--- src/design/stp_pkg.sv ---
// ----------------------------------------------------------------------------
// stp_pkg
// Shared constants, types and fixed point helpers for the short-term
// synaptic plasticity block.
// ----------------------------------------------------------------------------
package stp_pkg;

  localparam int NEURONS = 1024;
  localparam int AW      = (NEURONS > 1) ? $clog2(NEURONS) : 1;
  localparam int IDX_W   = 10;
  localparam int LVL_W   = 17;
  localparam int RATE_W  = 16;
  localparam int QDEPTH  = 2;
  localparam int QAW     = (QDEPTH > 1) ? $clog2(QDEPTH) : 1;

  localparam logic [LVL_W-1:0] ONE_FX           = 17'h10000;
  localparam logic [RATE_W-1:0] RESET_RATE_DEP  = 16'd33;
  localparam logic [RATE_W-1:0] RESET_RATE_FAC  = 16'd7;
  localparam logic [LVL_W-1:0] RESET_REST_LEVEL = 17'd13107;
  localparam logic [LVL_W-1:0] RESET_JUMP_LEVEL = 17'd13107;

  localparam logic REQ_TICK  = 1'b0;
  localparam logic REQ_SPIKE = 1'b1;

  typedef enum logic [1:0] {
    CFG_RATE_DEPRESS = 2'd0,
    CFG_RATE_FACIL   = 2'd1,
    CFG_REST_LEVEL   = 2'd2,
    CFG_JUMP_LEVEL   = 2'd3
  } cfg_reg_t;

  typedef enum logic [1:0] {
    BK_CLEAR,
    BK_IDLE,
    BK_SPIKE,
    BK_TICK
  } bk_state_t;

  typedef struct packed {
    logic [RATE_W-1:0] rate_depress;
    logic [RATE_W-1:0] rate_facil;
    logic [LVL_W-1:0]  rest_level;
    logic [LVL_W-1:0]  jump_level;
  } cfg_t;

  localparam cfg_t CFG_RESET = '{
    rate_depress: RESET_RATE_DEP,
    rate_facil:   RESET_RATE_FAC,
    rest_level:   RESET_REST_LEVEL,
    jump_level:   RESET_JUMP_LEVEL
  };

  typedef struct packed {
    logic             is_tick;
    logic [IDX_W-1:0] idx;
  } q_entry_t;

  typedef struct packed {
    logic [LVL_W-1:0] x;
    logic [LVL_W-1:0] u;
  } lvl_t;

  function automatic logic [LVL_W-1:0] sat_one(input logic [LVL_W-1:0] v);
    sat_one = (v > ONE_FX) ? ONE_FX : v;
  endfunction

  // fixed point product, 16 fraction bits dropped
  function automatic logic [LVL_W-1:0] mul_fx(input logic [LVL_W-1:0] a,
                                               input logic [LVL_W-1:0] b);
    logic [2*LVL_W-1:0] prod;
    prod   = a * b;
    mul_fx = prod[LVL_W+15:16];
  endfunction

endpackage

--- src/design/stp_queue.sv ---
// ----------------------------------------------------------------------------
// stp_queue
// Short request queue between the front and the back.
// ----------------------------------------------------------------------------
module stp_queue import stp_pkg::*; (
  input  logic     clk,
  input  logic     rst_n,
  input  logic     push,
  input  q_entry_t push_entry,
  output logic     full,
  output logic     head_valid,
  output q_entry_t head,
  input  logic     pop
);

  q_entry_t       slot_r [QDEPTH];
  logic [QAW-1:0] wr_ptr_r, wr_ptr_nxt;
  logic [QAW-1:0] rd_ptr_r, rd_ptr_nxt;
  logic [QAW:0]   count_r, count_nxt;
  logic           do_push, do_pop;

  assign full       = (count_r == (QAW+1)'(QDEPTH));
  assign head_valid = (count_r != '0);
  assign head       = slot_r[rd_ptr_r];

  assign do_push = push && !full;
  assign do_pop  = pop && head_valid;

  always_comb begin
    wr_ptr_nxt = wr_ptr_r;
    rd_ptr_nxt = rd_ptr_r;
    count_nxt  = count_r;
    if (do_push) begin
      wr_ptr_nxt = (wr_ptr_r == QAW'(QDEPTH-1)) ? '0 : wr_ptr_r + 1'b1;
    end
    if (do_pop) begin
      rd_ptr_nxt = (rd_ptr_r == QAW'(QDEPTH-1)) ? '0 : rd_ptr_r + 1'b1;
    end
    if (do_push && !do_pop) begin
      count_nxt = count_r + 1'b1;
    end else if (do_pop && !do_push) begin
      count_nxt = count_r - 1'b1;
    end
  end

  always_ff @(posedge clk) begin
    if (!rst_n) begin
      wr_ptr_r <= '0;
      rd_ptr_r <= '0;
      count_r  <= '0;
    end else begin
      wr_ptr_r <= wr_ptr_nxt;
      rd_ptr_r <= rd_ptr_nxt;
      count_r  <= count_nxt;
    end
  end

  always_ff @(posedge clk) begin
    if (do_push) begin
      slot_r[wr_ptr_r] <= push_entry;
    end
  end

endmodule

--- config.mk ---
export PLATFORM = sky130hd
export DESIGN_NAME = stp_queue
export DESIGN_NICKNAME = d
export VERILOG_FILES = /design/src/design/stp_pkg.sv /design/src/design/stp_queue.sv
export SDC_FILE = /design/constraint.sdc
export NUM_CORES = 1
export LEC_CHECK = 0
export BUFFER_PORTS_ARGS = -buffer_cell sky130_fd_sc_hd__buf_2
export CAP_MARGIN = 20
export CORE_MARGIN = 2
export CORE_UTILIZATION = 30
export DETAILED_ROUTE_END_ITERATION = 8
export SETUP_SLACK_MARGIN = 0.2
export SYNTH_ARGS = -nofsm -noshare
export SYNTH_HDL_FRONTEND = slang
export SYNTH_SLANG_ARGS = --single-unit
--- constraint.sdc ---
create_clock -name clk -period 2.8 [get_ports clk]
set_input_delay 0.14 -clock clk [delete_from_list [all_inputs] [get_ports clk]]
set_output_delay 0.14 -clock clk [all_outputs]
set_load 0.005 [all_outputs]
After elaboration in Yosys (flattened, before gate mapping)
Memories as Yosys holds them, arrays and structs flattened. A register that Yosys moved wholly into a read port is not among the register bits.
Index checks and enable logic that the tools add are counted.
{ "totals": {"output_inout_bits": 13, "mem_bits_rw": 22, "mem_bits_ro": 0, "input_bits": 15, "ff_bits": 4, "wordCells": 26, "latch_bits": 0, "n_memories": 1} }
{ "classes": {"reduce_logical": 9, "n_shift": 0, "add_sub_neg": 4, "multipliers": 0, "n_bitwise": 0, "div_mod_pow": 0, "magnitude_cmp": 0, "n_eq_ne": 1, "muxes": 8} }
{ "mem_list": {"columns": ["name", "depth", "width", "rd", "rd_clocked_by_memory_dff", "write_ports", "line", "rtl"], "rows": [
  ["slot_r", 2, 11, 1, 1, 1, "stp_queue.sv:16", "q_entry_t slot_r [QDEPTH];"]
]} }
{ "ops": {"columns": ["cell", "count"], "rows": [
  ["two-way mux 1 bit", 6],
  ["logical AND 1 bit", 4],
  ["two-way mux 2 bit", 2],
  ["nonzero test 2 bit", 2],
  ["logical NOT 1 bit", 3],
  ["adder 1 bit (second input constant)", 2],
  ["adder 2 x 1 -> 2 bit (second input constant)", 1],
  ["== test 2 bit (second input constant)", 1],
  ["subtractor 2 x 1 -> 2 bit (second input constant)", 1]
]} }

Longest topological paths before layout
Gate-level depths: netlist of run 1.
{ "logic_depth": {"ltp_word": 7, "ltp_mapped": 7} }

Worst setup path after synthesis of run 1
No wires, ideal clock.
{ "synth_path": {"kind": "reg-to-reg", "from": "reg count_r[0]", "to": "mem slot_r[0][0] in the netlist's numbering (enable)", "path_stages_with_launch": 4, "setup_ns": 0.379, "arrival_ns": 1.086, "required_time_ns": 2.421, "slack_ns": 1.335, "cell_sequence": "dfxtp_1 nand2b_1 inv_2 nor3_2"} }
{ "synth_via": {"elab_chain_cells": 5} }
{ "synth_rtl": {"columns": ["item", "line", "rtl"], "rows": [
  ["from (decl)", "stp_queue.sv:19", "logic [QAW:0] count_r, count_nxt;"],
  ["from (signal assigned)", "stp_queue.sv:54", "count_r <= count_nxt;"],
  ["== test 2 bit", "stp_queue.sv:22", "assign full = (count_r == (QAW+1)'(QDEPTH));"],
  ["net full", "stp_queue.sv:10", "output logic full,"],
  ["logical NOT 1 bit", "stp_queue.sv:26", "assign do_push = push && !full;"],
  ["logical AND 1 bit", "stp_queue.sv:26", null],
  ["two-way mux 1 bit", "stp_queue.sv:59", "if (do_push) begin"],
  ["two-way mux 1 bit (not written as such)", "stp_queue.sv:60", "slot_r[wr_ptr_r] <= push_entry;"],
  ["to (decl)", "stp_queue.sv:16", null]
]} }
The timed path passes the listed nets, and every way through them passes these cells.

Worst setup path in the final report of run 1
{ "layout_path": {"from": "reg count_r[0]", "to": "mem slot_r[0][0] in the netlist's numbering (enable)"} }
{ "layout_via": {"elab_chain_cells": 5} }
{ "layout_rtl": {"columns": ["item", "line"], "rows": [
  ["== test 2 bit", "stp_queue.sv:22"],
  ["logical NOT 1 bit", "stp_queue.sv:26"],
  ["logical AND 1 bit", "stp_queue.sv:26"],
  ["two-way mux 1 bit", "stp_queue.sv:59"],
  ["two-way mux 1 bit (not written as such)", "stp_queue.sv:60"]
]} }
Every way passes these cells.

==> results.cfg, run 1 <==
[outcome]
status = finished clean

[yosys]
synth.distinct_cells = 21
syn_area_um2 = 1030
ys_seq_area_share_pct = 74.1
yosysWarnings = 0
synth-seq-cells = 27
synth_top_area_cell = edfxtp_1
syn_nets = 75
synth_area_leaders = edfxtp_1, mux2_2, dfxtp_1, and2_1, xnor2_1
synthCells = 59
yosys.area.top_type_share_pct = 64.4
syn_avg_cell_area_um2 = 17.4

[placement]
preCtsSetupSlack_ps = 1070
port_buffers = 27
place_congestion = 0.604
dpl_cell_area_um2 = 1210
dp_hpwl_um = 1160

[die]
ios = 28
coreArea_um2 = 3310
die_h_um = 62.5
die_w_um = 62.5
initial_utilization_pct = 31.0
rows = 21
dieArea_um2 = 3900

[clock_network]
clk_latency_ps = 310
cts_buffer_depth = 2
clock-sinks = 27
h-tree-depth = 1
cts_tree = done
path_clk_slew_ps = 130
root_buffer = clkbuf_4
cts_buffers = 3

[sta]
fmax_mhz = 584
drv_slew = 0
worst_pin_slew_ps = 911
tns_ps = 0
hold_viol = 0
relSlewSlack_pct = 38.9
fin_crit_sh_pct = 61.1
fin_skew_ps = 8.83
layout_setup_ws_ps = 1090
setup_violations = 0
rsz0062_at_grt = no
min_period_ps = 1710

[power_and_ir_drop]
ir_worst_vdd_uv = 453
p_per_area_nw_per_um2 = 757
p_total_w = 0.00101
p_leak_nw = 0.518

[detailed_routing]
drc = 0
drt_iter0_drc = 17
vias = 598
viasPerCell = 4.12
post_drt_wl_per_cell_um = 11.6
antenna_left = 0
first_pass_iters = 4
wirelength_um = 1690

[worst_setup_path]
required_ps = 2750
cp_slowest_cell = nor3_2
reg2reg_to = slot_r[0][0]
cp-end-kind = flip-flop
crit_arrival_ps = 1660
r2r-start = count_r[0]
cp_max_fo = 12
slowest_delay_ps = 680
rrSetupSlack_ps = 1090
cp_cell_sequence = nand2b_1, inv_2, nor3_2
critPathKind = flip-flop to flip-flop
r2r_cells = 3
crit_path_start_kind = flip-flop

[grt]
grt.total_usage_pct = 8.87
grt_pass1_vias = 606
grt-ovfl-total = 0
grt_max_degree = 16
grt_pass1_wl_um = 2750
antenna_found_initial = 0

[layout]
antenna_cells = 0
drive_gt1_share_pct = 45.5
design_area_um2 = 1340
num-nets-final = 116
areaGrowthSynthToFinish_pct = 30.7

[job]
cap_violations = 0

[min_path]
hp-class = primary input to flip-flop
whs_endpoint = slot_r[1][0]
hold-path-cell-count = 1
min-delay-start = push_entry[0]
## layout make-up
class / instances / area [um2]
clock inverter: 1 / 5.00
sequential: 27 / 761
fill: 332 / 1970
timing repair buffer: 37 / 235
tap: 46 / 57.6
clock buffer: 3 / 22.5
multi-input combinational: 29 / 253
inverter: 2 / 7.51
## cells by family (layout without fill, tap and decap cells)
group	after synthesis	count (layout)	synth area share (%)
mux	11	11	12.1
fa+ha+maj	1	1	1.22
xor+xnor	3	3	2.56
buf+inv	3	43	1.22
compound gates	5	5	3.17
flops	27	27	74.1
simple gates	9	9	5.61
## Yosys cell counts
cell type and instances:
nand2b_1 1, o21ai_0 1, inv_2 1, dfxtp_1 5, or3_1 1, nor2_1 1
a21boi_0 1, xnor2_1 2, or2_2 1, ha_1 1, a21boi_1 1, xor2_1 1
buf_2 1, o21a_1 1, nor3_2 1, edfxtp_1 22, o21ai_1 1, mux2_2 11
and2_1 3, inv_1 1, and3_1 1
## report_power, final
group | internal, W | total [W] | leakage [nW] | switching (W)
Sequential | 0.000510 | 0.000560 | 0.247 | 0.0000493
Combinational | 0.000171 | 0.000296 | 0.253 | 0.000125
Clock | 0.0000533 | 0.000159 | 0.0177 | 0.000106
Total | 0.000735 | 0.00101 | 0.518 | 0.000280
## cell usage in the layout, fill, tap and decap left out, drive strengths merged
master	n
mux2	11
clkbuf	3
and3	1
buf	27
xnor2	2
edfxtp	22
clkinv	1
and2	3
nor3	1
ha	1
or3	1
o21ai	2
or2	1
dlygate4sd3	10
inv	2
nand2b	1
nor2	1
xor2	1
a21boi	2
dfxtp	5
o21a	1
## timing repair
action / CTS / global route
setup buffers: 0 / 0
endpoints found under the hold margin: 8 / 12
hold buffers: 4 / 6
resized for setup: 0 / 0
endpoints found under the setup margin: 0 / 0
## state kept, by name, summed over array words and instances (netlist names), named ones only
register / cells
count_r: 2
rd_ptr_r: 1
slot_r: 22
wr_ptr_r: 1
## how the worst max path moves through the flow
stage	startpoint	to	slack, ps	depth (start not counted)
finish	count_r[0]	slot_r[0][0]	1090	3
global route	count_r[0]	slot_r[0][8]	940	3
CTS	count_r[0]	slot_r[0][1]	1070	3
detailed placement	count_r[0]	slot_r[0][1]	1070	3
global placement	count_r[0]	slot_r[0][1]	1190	3
floorplan	count_r[0]	slot_r[0][0]	1340	3
## worst max-delay path: cells and delay by family, from the launching register on
family	cells	cell delay [ps]
buffers and inverters	1	60
flip-flops	1	440
AND/OR/NAND/NOR	2	860
## routing by layer
| metal | up-vias | part of all wire [%] | GRT usage (%) |
|---|---|---|---|
| li1 | 296 | - | - |
| met1 | 282 | 47 | 11.6 |
| met2 | 18 | 46 | 14.0 |
| met3 | 2 | 6.2 | 3.06 |
| met4 | 0 | 0.71 | 2.50 |
| met5 | - | 0 | 0 |
## through the flow
stage / hold WS (ps) / cells / utilization [%]
5_1_grt: 1.27 / 145 / 40.5
2_1_floorplan: 239 / 59 / -
3_3_place_gp: 339 / 131 / 36.7
6_report: 21.2 / 145 / 40.5
4_1_cts: 1.66 / 139 / 38.7
3_5_place_dp: 334 / 131 / 36.7
Note: power is estimated with default switching activity, not from simulation.
==> run 2, diff against run 1 <==
==> constraint.sdc (replaced) <==
create_clock -name clk -period 1.63 [get_ports clk]
set_input_delay 0.0815 -clock clk [delete_from_list [all_inputs] [get_ports clk]]
set_output_delay 0.0815 -clock clk [all_outputs]
set_load 0.005 [all_outputs]
==> run 2 against run 1 <==
Hold slack got worse by 6.0 ps. Global-route usage increased by 0.83 points. Critical path depth increased by 3. Fmax increased by 20%. Critical endpoint is now count_r[1]. Sequential share of layout area decreased by 3.4 points. Flip-flop and latch count unchanged. Clock skew decreased by 3.6 ps. Sequential power increased by 74%.
==> results.cfg, run 2 (synthesis gave the netlist of run 1 again) <==
[layout]
areaGrowthSynthToFinish_pct = 40.2
drive_gt1_share_pct = 54.7
mostFrequentLayoutCells = buf_2, edfxtp_1, mux2_2, dlygate4sd3_1, buf_4
reg_top3 = slot_r (22), count_r (2)
final_core_util_pct = 43.5
nFillCells = 320
num-nets-final = 123
final_common_cell = buf_2
largest_reg_flops = 22
regMostFlops = slot_r
antenna_cells = 0

[die]
initial_utilization_pct = 31.0
die_w_um = 62.5
die_h_um = 62.5
dieArea_um2 = 3900
coreArea_um2 = 3310
ios = 28
rows = 21

[worst_setup_path]
slowest_delay_ps = 370
crit_arrival_ps = 1680
cp_slowest_cell = dfxtp_2
cp-end-kind = flip-flop
required_ps = 1890
cp_num_buf_inv = 1
crit_path_start_kind = flip-flop
cp_cell_sequence = nand2b_4, inv_4, nor2_4, ha_4, or3_1, a21boi_1
critPathKind = flip-flop to flip-flop
critPathTopFamily = simple AND/OR/NAND/NOR gates
cp_max_fo = 3

[power_and_ir_drop]
power_switching_w = 0.000534
ir_worst_vdd_uv = 595
p_comb_share_pct = 34.0
share_seq_of_total_power_pct = 51.2
clkPwrFrac_pct = 14.7
p_int_w = 0.00137
p_per_area_nw_per_um2 = 1320
p_leak_nw = 0.556
sw_frac_of_total_pct = 28.1
p_total_w = 0.00190

[outcome]
status = finished clean

[detailed_routing]
post_drt_wl_per_cell_um = 11.4
drt_iter0_drc = 8
viasPerCell = 4.12
first_pass_iters = 2
antenna_left = 0
drc = 0
vias = 626
wirelength_um = 1740

[sta]
fmax_mhz = 700
fin_skew_ps = 5.22
fin_worst_hold_slack_ps = 15.2
rsz0062_at_grt = yes
min_period_ps = 1430
drv_slew = 0
fin_crit_sh_pct = 87.6
relSlewSlack_pct = 86.1
worst_pin_slew_ps = 209
hold_viol = 0
setup_violations = 0
tns_ps = 0

[grt]
antenna_found_initial = 0
grt-ovfl-total = 0
grt_max_degree = 17
grt.total_usage_pct = 9.70
grt_pass1_vias = 697
grt_pass1_wl_um = 2970

[job]
cap_violations = 0

[clock_network]
clock-sinks = 27
cts_buffer_depth = 2
path_clk_slew_ps = 140
clk_latency_ps = 310
root_buffer = clkbuf_4
cts_tree = done
cts_buffers = 3
h-tree-depth = 1

[min_path]
hp-class = primary input to flip-flop

[placement]
place_congestion = 0.650
dp_hpwl_um = 1140
port_buffers = 27
-- run 2: what timing repair did --
item,in CTS,in global routing
setup buffers,2,2
pin swaps,2,2
hold buffers,11,0
hold endpoints to repair,22,0
cloned,0,0
endpoints found under the setup margin,12,2
resized for setup,6,3
-- run 2: worst register-to-register path: stages (launching register included) --
cell      delay [ps]
dfxtp_2          370
nand2b_4         140
inv_4             50
nor2_4           100
ha_4             210
or3_1            360
a21boi_1         140
-- run 2: layout make-up --
| cell class | count | area [um2] | share of cell area (%) |
|---|---|---|---|
| repair buffers | 44 | 290 | 20.2 |
| clock buffers | 3 | 22.5 | 1.57 |
| flip-flops and latches | 27 | 767 | 53.3 |
| multi-input cells | 29 | 284 | 19.7 |
| inverters | 2 | 10.0 | 0.696 |
| well taps | 46 | 57.6 | 4.00 |
| clock inverters | 1 | 7.51 | 0.522 |
-- run 2: worst paths after layout --
check | from | to | slack, ps | depth (start not counted)
worst max-delay path | count_r[0] | count_r[1] | 200 | 6
worst min-delay path | rst_n | wr_ptr_r | 20 | 2
worst max register to register | count_r[0] | count_r[1] | 200 | 6
worst min register to register | count_r[1] | count_r[1] | 530 | 2
-- run 2: per-layer routing --
layer  wire (um)  vias to the layer above  track usage [%]
met4          12                        0             3.89
met2         894                       18             17.9
met5           0                        -                0
met3          97                        2             3.42
met1         733                      296             9.93
li1            -                      310                -
-- run 2: through the flow --
stage          instance area (um2)  setup WS, ps  instances
2_1_floorplan                 1030           231         59
3_3_place_gp                  1240           228        133
3_5_place_dp                  1240           157        133
4_1_cts                       1410           192        150
5_1_grt                       1440           111        152
6_report                      1440           202        152
-- run 2: power by group through the flow --
| stage | Combinational, W | Sequential, W | Clock [W] |
|---|---|---|---|
| global route | 0.000713 | 0.000993 | 0.000316 |
| CTS | 0.000600 | 0.000976 | 0.000298 |
| global placement | 0.000511 | 0.000981 | 0 |
| detailed placement | 0.000525 | 0.000988 | 0 |
| floorplan | 0.000367 | 0.000939 | 0 |
| finish | 0.000648 | 0.000975 | 0.000281 |
==> run 3, diff against run 2 <==
--- a/config.mk
+++ b/config.mk
@@ -10,6 +10,7 @@
 export CORE_MARGIN = 2
 export CORE_UTILIZATION = 30
 export DETAILED_ROUTE_END_ITERATION = 8
+export PLACE_DENSITY = 0.62
 export SETUP_SLACK_MARGIN = 0.2
 export SYNTH_ARGS = -nofsm -noshare
 export SYNTH_HDL_FRONTEND = slang
==> run 3 against run 2 <==
First-iteration DRC count rose by 63%. Clock-buffer cell count did not move. Clock power is 5% lower. Critical path depth increased by 1. Global-route usage increased by 0.15 points. Largest power group unchanged.
==> results.cfg, run 3 (synthesis gave the netlist of run 1 again) <==
[grt]
grt.total_usage_pct = 9.85
grt-ovfl-total = 0
grt_pass1_vias = 702
grt_pass1_wl_um = 3020
antenna_found_initial = 0
grt_max_degree = 16

[die]
die_w_um = 62.5
die_h_um = 62.5
dieArea_um2 = 3900
ios = 28
initial_utilization_pct = 31.0
coreArea_um2 = 3310
rows = 21

[placement]
port_buffers = 27
preCtsSetupSlack_ps = 105
dp_hpwl_um = 1200
place_congestion = 0.651
placed_cells = 135

[sta]
worst_pin_slew_ps = 217
fin_skew_ps = 4.99
fmax_mhz = 680
tns_ps = 0
drv_slew = 0
rsz0062_at_grt = yes
min_period_ps = 1470
setup_violations = 0
fin_crit_sh_pct = 90.2
relSlewSlack_pct = 85.4
layout_setup_ws_ps = 160
hold_viol = 0

[detailed_routing]
vias = 663
post_drt_wl_per_cell_um = 11.3
viasPerCell = 4.25
drc = 0
wirelength_um = 1760
antenna_left = 0
first_pass_iters = 4
drt_iter0_drc = 13

[power_and_ir_drop]
clkPwrFrac_pct = 13.9
ir_worst_vdd_uv = 568
power_switching_w = 0.000519
p_comb_share_pct = 37.0
p_total_w = 0.00192
sw_frac_of_total_pct = 27.1
p_per_area_nw_per_um2 = 1320
p_int_w = 0.00140
p_leak_nw = 0.578
share_seq_of_total_power_pct = 49.1

[worst_setup_path]
required_ps = 1870
cp_max_fo = 4
cp-end-kind = flip-flop
crit_arrival_ps = 1710
crit_path_start_kind = flip-flop
critPathTopFamily = simple AND/OR/NAND/NOR gates
cp_num_buf_inv = 1
critPathKind = flip-flop to flip-flop
slowest_delay_ps = 370
cp_cell_sequence = nand2b_4, inv_4, nor2_2, ha_1, xor2_1, or3_1, a21boi_1
cp_slowest_cell = dfxtp_4

[layout]
drive_gt1_share_pct = 54.5
areaGrowthSynthToFinish_pct = 41.2
num-nets-final = 127
final_common_cell = buf_2
final_cells = 156
mostFrequentLayoutCells = buf_2, edfxtp_1, mux2_2, dlygate4sd3_1, buf_4
antenna_cells = 0
largest_reg_flops = 22
regMostFlops = slot_r
reg_top3 = slot_r (22), count_r (2)
final_core_util_pct = 43.8

[clock_network]
root_buffer = clkbuf_4
h-tree-depth = 1
cts_tree = done
cts_buffer_depth = 2
clk_latency_ps = 310
path_clk_slew_ps = 130
clock-sinks = 27
cts_buffers = 3

[outcome]
status = finished clean

[job]
cap_violations = 0

[min_path]
hp-class = primary input to flip-flop
## run 3: final timing paths
check | cells past startpoint | slack [ps] | endpoint | start
setup reg to reg | 7 | 160 | count_r[1] | count_r[0]
hold / removal | 2 | 20 | wr_ptr_r | rst_n
setup / recovery | 7 | 160 | count_r[1] | count_r[0]
hold reg to reg | 2 | 560 | count_r[1] | count_r[1]
## run 3: stage by stage
| step | hold WS [ps] | instance area [um2] |
|---|---|---|
| after CTS | 16.0 | 1410 |
| after global placement | 271 | 1250 |
| after floorplan | 180 | 1030 |
| after detailed placement | 273 | 1250 |
| final | 22.9 | 1450 |
| after global routing | 0.336 | 1450 |
## run 3: worst register-to-register path: stages, from the launching register on
cell      delay, ps
dfxtp_4         370
nand2b_4        150
inv_4            60
nor2_2           30
ha_1            180
xor2_1          150
or3_1           320
a21boi_1        140
## run 3: layout make-up
type / instances / area (um2)
Sequential cell: 27 / 767
Tap cell: 46 / 57.6
Clock inverter: 1 / 5.00
Multi-Input combinational cell: 29 / 263
Timing Repair Buffer: 48 / 324
Clock buffer: 3 / 22.5
Inverter: 2 / 10.0
Fill cell: 328 / 1860
## run 3: layer usage
metal	GRT usage, %	share of wire (%)	wire [um]	vias up
li1	-	-	-	321
met1	12.0	44	771	322
met2	16.8	50	881	20
met3	3.06	5.9	104	0
met4	2.78	0	0	0
met5	0	0	0	-
## run 3: repair_timing
item,4_1_cts,5_1_grt
endpoints found under the setup margin,1,13
hold buffers,11,0
resized for setup,3,5
hold endpoints to repair,22,0
setup buffers,2,3
cloned,0,1
pin swaps,2,1
## run 3: power by group through the flow
stage          registers (W)  logic [W]  clock network (W)
5_1_grt             0.000954   0.000782           0.000315
4_1_cts             0.000933   0.000658           0.000282
3_3_place_gp        0.000941   0.000575                  0
6_report            0.000940   0.000710           0.000267
3_5_place_dp        0.000949   0.000590                  0
2_1_floorplan       0.000939   0.000367                  0
